$ cat src/hw/rtl/msd_pkg.sv
// Shared types and constants for the regularized spectral divide block.
// Used by the front, queue, back and top-level modules.
`timescale 1ns / 1ps
`default_nettype none
package msd_pkg;

  localparam int unsigned DEN_W  = 81;  // denominator, 24 fraction bits
  localparam int unsigned MAG_W  = 48;  // magnitude of a cross product sum
  localparam int unsigned QUO_W  = 32;
  localparam int unsigned DIM_W  = 10;
  localparam int unsigned IDX_W  = 9;
  localparam int unsigned SAMP_W = 24;
  localparam int unsigned CFG_ADDR_W = 5;

  localparam logic [2:0] REG_HEIGHT   = 3'd0;
  localparam logic [2:0] REG_DEPTH    = 3'd1;
  localparam logic [2:0] REG_INV_NORM = 3'd2;
  localparam logic [2:0] REG_COEF_X   = 3'd3;
  localparam logic [2:0] REG_COEF_Y   = 3'd4;
  localparam logic [2:0] REG_COEF_Z   = 3'd5;

  typedef struct packed {
    logic [DIM_W-1:0] height;
    logic [DIM_W-1:0] depth;
    logic [31:0]      inv_norm;
    logic [31:0]      coef_x;
    logic [31:0]      coef_y;
    logic [31:0]      coef_z;
  } msd_cfg_t;

  // One classified bin handed from the front to the divider.
  typedef struct packed {
    logic [DEN_W-1:0] den;
    logic [MAG_W-1:0] mag_re;
    logic [MAG_W-1:0] mag_im;
    logic             neg_re;
    logic             neg_im;
    logic             img_zero;
  } msd_item_t;

  // Magnitude of an index after the negative-frequency wrap.
  function automatic logic [DIM_W-1:0] wrap_mag(input logic [IDX_W-1:0] idx,
                                                input logic [DIM_W-1:0] dim);
    logic [DIM_W:0] diff;
    logic [DIM_W:0] mag;
    diff = {2'b00, idx} - {1'b0, dim};
    mag  = diff[DIM_W] ? (~diff + 1'b1) : diff;
    if ({1'b0, idx} <= dim[DIM_W-1:1]) begin
      return {1'b0, idx};
    end
    return mag[DIM_W-1:0];
  endfunction

endpackage
`default_nettype wire

$ cat src/hw/rtl/msd_queue.sv
// Short queue between the front pipeline and the divider pipeline.
// Depends on msd_pkg for the item type.
`timescale 1ns / 1ps
`default_nettype none
module msd_queue import msd_pkg::*; #(
  parameter int unsigned DEPTH = 4
) (
  input  wire logic       clk,
  input  wire logic       rst_n,
  input  wire logic       push,
  input  wire msd_item_t  push_item,
  input  wire logic       pop,
  output msd_item_t       head,
  output logic            full,
  output logic            empty
);

  localparam int unsigned PW = (DEPTH > 1) ? $clog2(DEPTH) : 1;

  msd_item_t        mem_r [DEPTH];
  logic [PW-1:0]    wp_r, rp_r;
  logic [PW:0]      cnt_r;

  assign full  = (cnt_r == (PW+1)'(DEPTH));
  assign empty = (cnt_r == '0);
  assign head  = mem_r[rp_r];

  always_ff @(posedge clk) begin
    if (!rst_n) begin
      wp_r  <= '0;
      rp_r  <= '0;
      cnt_r <= '0;
    end else begin
      if (push) begin
        wp_r <= (wp_r == PW'(DEPTH - 1)) ? '0 : wp_r + 1'b1;
      end
      if (pop) begin
        rp_r <= (rp_r == PW'(DEPTH - 1)) ? '0 : rp_r + 1'b1;
      end
      cnt_r <= cnt_r + (PW+1)'(push) - (PW+1)'(pop);
    end
  end

  always_ff @(posedge clk) begin
    if (push) begin
      mem_r[wp_r] <= push_item;
    end
  end

endmodule
`default_nettype wire

$ cat config.mk
export PLATFORM = sky130hd
export DESIGN_NAME = msd_queue
export DESIGN_NICKNAME = d
export VERILOG_FILES = /design/src/hw/rtl/msd_pkg.sv /design/src/hw/rtl/msd_queue.sv
export SDC_FILE = /design/constraint.sdc
export NUM_CORES = 1
export LEC_CHECK = 0
export BUFFER_PORTS_ARGS = -buffer_cell sky130_fd_sc_hd__buf_4
export CORE_AREA = 4 4 337 339
export DETAILED_ROUTE_END_ITERATION = 6
export DIE_AREA = 0 0 341 343
export PLACE_DENSITY = 0.38
export RECOVER_POWER = 50
export SLEW_MARGIN = 10
export SYNTH_ARGS = -nofsm -noshare
export SYNTH_HDL_FRONTEND = slang
export SYNTH_SLANG_ARGS = --single-unit
$ cat constraint.sdc
create_clock -name clk -period 15.43 [get_ports clk]
set_input_delay 1.543 -clock clk [delete_from_list [all_inputs] [get_ports clk]]
set_output_delay 1.543 -clock clk [all_outputs]
set_load 0.005 [all_outputs]
---- Yosys cells after proc, flatten, opt, wreduce, memory -nomap -nowiden ----
Memories as Yosys holds them, arrays and structs flattened. A register that Yosys moved wholly into a read port is not among the register bits.
Cells that the tools add are included.
word-level totals
  register bits after elaboration ......... 7
  RAM bits ................................ 720
  input port bits ......................... 184
  output and inout port bits .............. 182
  logic and storage cells ................. 18
  memories ................................ 1
memories
  memory  words  width  read ports  clocked after memory_dff  write ports  line             source
  mem_r   4      180    1           1                         1            msd_queue.sv:20  msd_item_t mem_r [DEPTH];
operators by class
  $add $sub $neg .......................... 4
  eq/ne operators ......................... 3
  multiplexer cells ....................... 6
  reductions and logical operators ........ 1
operator list
  operator             count
  $mux 2               4
  $add 2x1->2 const B  2
  $eq 2x2->1 const B   2
  $add 3x1->3          1
  $eq 3x3->1 const B   1
  $logic_not 3->1      1
  $sub 3x1->3          1
  $mux 1               2

---- Depth between registers and ports, before layout ----
  depth in word-level cells ............... 4
  depth in mapped cells ................... 7
  gate-level depth less buffers ........... 7

---- Worst setup path after synthesis ----
OpenSTA, ideal clock, no wires.
  path kind ............................... input port to flip-flop
  start point ............................. input push
  end point ............................... memory mem_r[0][0] (netlist name) (enable)
  library setup time ...................... 0.561 ns
  arrival time ............................ 5.635 ns
  required time ........................... 14.869 ns
  setup slack ............................. 9.234 ns
  cell stages on the path ................. 1
  buffers on the path ..................... 0
  cells stage by stage .................... and2_1
between the ends
  longest elaborated chain between the ends .. 2
ends and longest elaborated chain
  item                          line             source
  start: declaration            msd_queue.sv:10  input wire logic push,
  $mux 1                        msd_queue.sv:45  if (push) begin
  $mux 1 (implied by the code)  msd_queue.sv:46  mem_r[wp_r] <= push_item;
  end: declaration              msd_queue.sv:20
Every way passes these cells.

==> impl_metrics.ini <==
[power]
p_comb_share_pct = 8.1
p_seq_share_pct = 50.0
power_density_nw_per_um2 = 139
swShare_pct = 21.9
power_frac_clock_pct = 41.9
ir_worst_vdd_uv = 73.3
cell_internal_pwr_mw = 3.57
switchingPower_mw = 1.00
leakagePower_nw = 10.3

[synth]
yosysSeqAreaShare_pct = 82.6
synth-xor-area-share_pct = 0.0901
synthMuxAreaShare_pct = 15.4
synth_top_area_cell = edfxtp_1
synth_top_family_by_area = multiplexers
postSynthAreaPerCell_um2 = 26.8
synth_fa_ha_area_share_pct = 0.408
yosysWarnings = 0
synth_fp_nets = 1176
synth_cell_type_count = 19
synth_area_leaders = edfxtp_1 (82%), mux4_2 (15%), dfxtp_1 (0.68%)
ys_seq_elements = 729
syn_area_um2 = 26400
synth-compound-area-share_pct = 0.0379
synth_cells = 984
synthDominantCellAreaShare_pct = 81.9
synth_simple_gate_area_share_pct = 0.341

[grt]
grt_max_degree = 61
grt.overflow.total = 0
grt_pass1_vias = 13191
grt_pass1_wl_um = 92400
grt_use_total_pct = 10.8
antenna_found_initial = 13

[sta]
min_period_ns = 5.96
fmax_ghz = 0.168
tns_ns = 0
finalSetupViolCount = 0
slew_violations = 106
fin_crit_sh_pct = 38.6
slew_headroom_pct = -52.0
final_hold_viol_count = 0
whs_ns = 0.507
rsz0062_at_grt = no
fin_worst_skew_ns = 0.0209
worstMarginPinSlew_ns = 2.28

[floorplanning]
fp.dieH_um = 343
chipWidth_um = 341
row_count = 122
dieArea_um2 = 117000
start_util_pct = 23.9
io_pins = 366
coreArea_um2 = 110000

[cts]
ctsResizeCount = 0
cts_sinks = 729
cts_root_buf = clkbuf_16
clk_pin_slew_ns = 0.06
clock_latency_ns = 0.65
post-cts-setup-buffer-count = 0
cts_buffers = 87
cts_tree = done
holdBufCountCts = 0
clockBufferDepth = 3
cts-htree-levels = 3

[detailed_routing]
drt-vias-per-instance = 3.99
drt_pass1_iterations = 5
ant_nets = 0
wl_per_cell_um = 21.6
vias = 11878
drc = 0
wl_um = 64200
initialDrtViolationCount = 494

[worst_setup_path]
worst_ep_arrival_time_ns = 4.42
critical-path-slowest-cell = buf_4
cp_top_family = buffers and inverters
slowest_delay_ns = 0.93
path_buf_inv = 4
cp_common_cell = buf_4
path_max_fanout = 60
critPathLaunchType = flop
critPathKind = flop to output port
cp_cell_sequence = buf_4 -> buf_4 -> buf_4 -> mux4_2 -> buf_4
cp.required_ns = 13.89
end_kind = output port

[finish]
n_fill_cell = 10870
area_growth_pct = 24.6
drive_gt1_share_pct = 33.6
nNetsFinal = 1609

[hold_path]
hold_class = flop to flop

[status]
violations = max-capacitance violations, max-slew violations
status = finished, violations left

[placed_design]
port_buffers = 365
gp_congestion = 0.671
dp_hpwl_um = 37900

[run]
drv_cap = 4
tightest hold or removal path: stages, from the launching register on:
cell and delay [ns]:
dfxtp_1 0.32, nand2b_1 0.07, a21oi_1 0.07
state kept, by name, indices dropped and copies added, names as in the netlist, named ones only:
name   cells
cnt_r      3
mem_r    720
rp_r       2
wp_r       2
logic make-up after synthesis:
group	count (synthesis)
fa+ha+maj	8
xor+xnor	1
flops	729
mux	182
buf+inv	47
simple gates	15
compound gates	2
synth_stat cells:
| cell | n |
|---|---|
| a21oi_1 | 2 |
| and2_1 | 6 |
| and3_1 | 1 |
| buf_1 | 2 |
| buf_2 | 21 |
| buf_6 | 11 |
| clkbuf_1 | 6 |
| dfxtp_1 | 9 |
| edfxtp_1 | 720 |
| fa_1 | 1 |
| ha_1 | 7 |
| inv_1 | 7 |
| mux2i_1 | 2 |
| mux4_2 | 180 |
| nand2b_1 | 2 |
| nor2_1 | 3 |
| nor3_1 | 1 |
| or3b_2 | 2 |
| xor3_1 | 1 |
stage by stage:
| step | util [%] | instances | power [mW] | setup WS [ns] | cell area, µm² |
|---|---|---|---|---|---|
| 2_1_floorplan | - | 984 | 2.51 | 9.23 | 26400 |
| 3_3_place_gp | 28.0 | 2816 | 2.73 | 9.87 | 30900 |
| 3_5_place_dp | 28.0 | 2816 | 2.74 | 9.87 | 30900 |
| 4_1_cts | 30.4 | 2972 | 4.69 | 9.16 | 33600 |
| 5_1_grt | 29.8 | 2972 | 4.78 | 9.14 | 32900 |
| 6_report | 29.8 | 2978 | 4.57 | 9.47 | 32900 |
metal layers:
layer / track usage [%] / share of wire, %
met3: 3.98 / 8.2
met4: 3.35 / 2.0
met2: 17.5 / 48
met5: 0 / 0.15
met1: 13.7 / 42
final timing paths:
kind                start          end  slack (ns)  cells after the start
setup reg to reg  wp_r[0]  mem_r[0][6]       10.87                      5
setup / recovery     flop     head[32]        9.47                      5
hold / removal    rp_r[0]         flop        0.51                      2
hold reg to reg   rp_r[0]         flop        0.51                      2
cell type report:
class	instances	area (µm²)	area share (%)
diodes	6	15.0	0.0457
clock buffers	105	2240	6.83
clock inverters	51	424	1.29
inverters	7	26.3	0.0799
multi-input cells	208	4310	13.1
flip-flops and latches	729	21800	66.3
well taps	1488	1860	5.66
repair buffers	384	2200	6.68
power by group through the flow:
stage | Sequential, mW | Clock, mW | Combinational, mW
2_1_floorplan | 2.33 | 0 | 0.180
3_3_place_gp | 2.33 | 0 | 0.406
3_5_place_dp | 2.33 | 0 | 0.409
4_1_cts | 2.29 | 2.00 | 0.410
5_1_grt | 2.29 | 2.08 | 0.406
6_report | 2.29 | 1.91 | 0.369
cells in the final DEF, fill, tap and decap left out:
cell type     n
edfxtp_1    720
clkbuf_1    201
buf_4       201
mux4_2      180
clkbuf_16    87
clkinv_1     25
clkinv_2     11
inv_1         7
ha_1          7
dfxtp_1       7
diode_2       6
bufinv_16     5
and2_0        4
clkinv_8      4
nor2_1        3
clkinvlp_4    3
and2_1        2
or3b_2        2
nand2b_1      2
a21oi_1       2
mux2i_1       2
dfxtp_4       2
inv_6         2
nor3_1        1
and3_1        1
xor3_1        1
fa_1          1
inv_16        1
No activity file was read; power rests on OpenSTA's default activity.
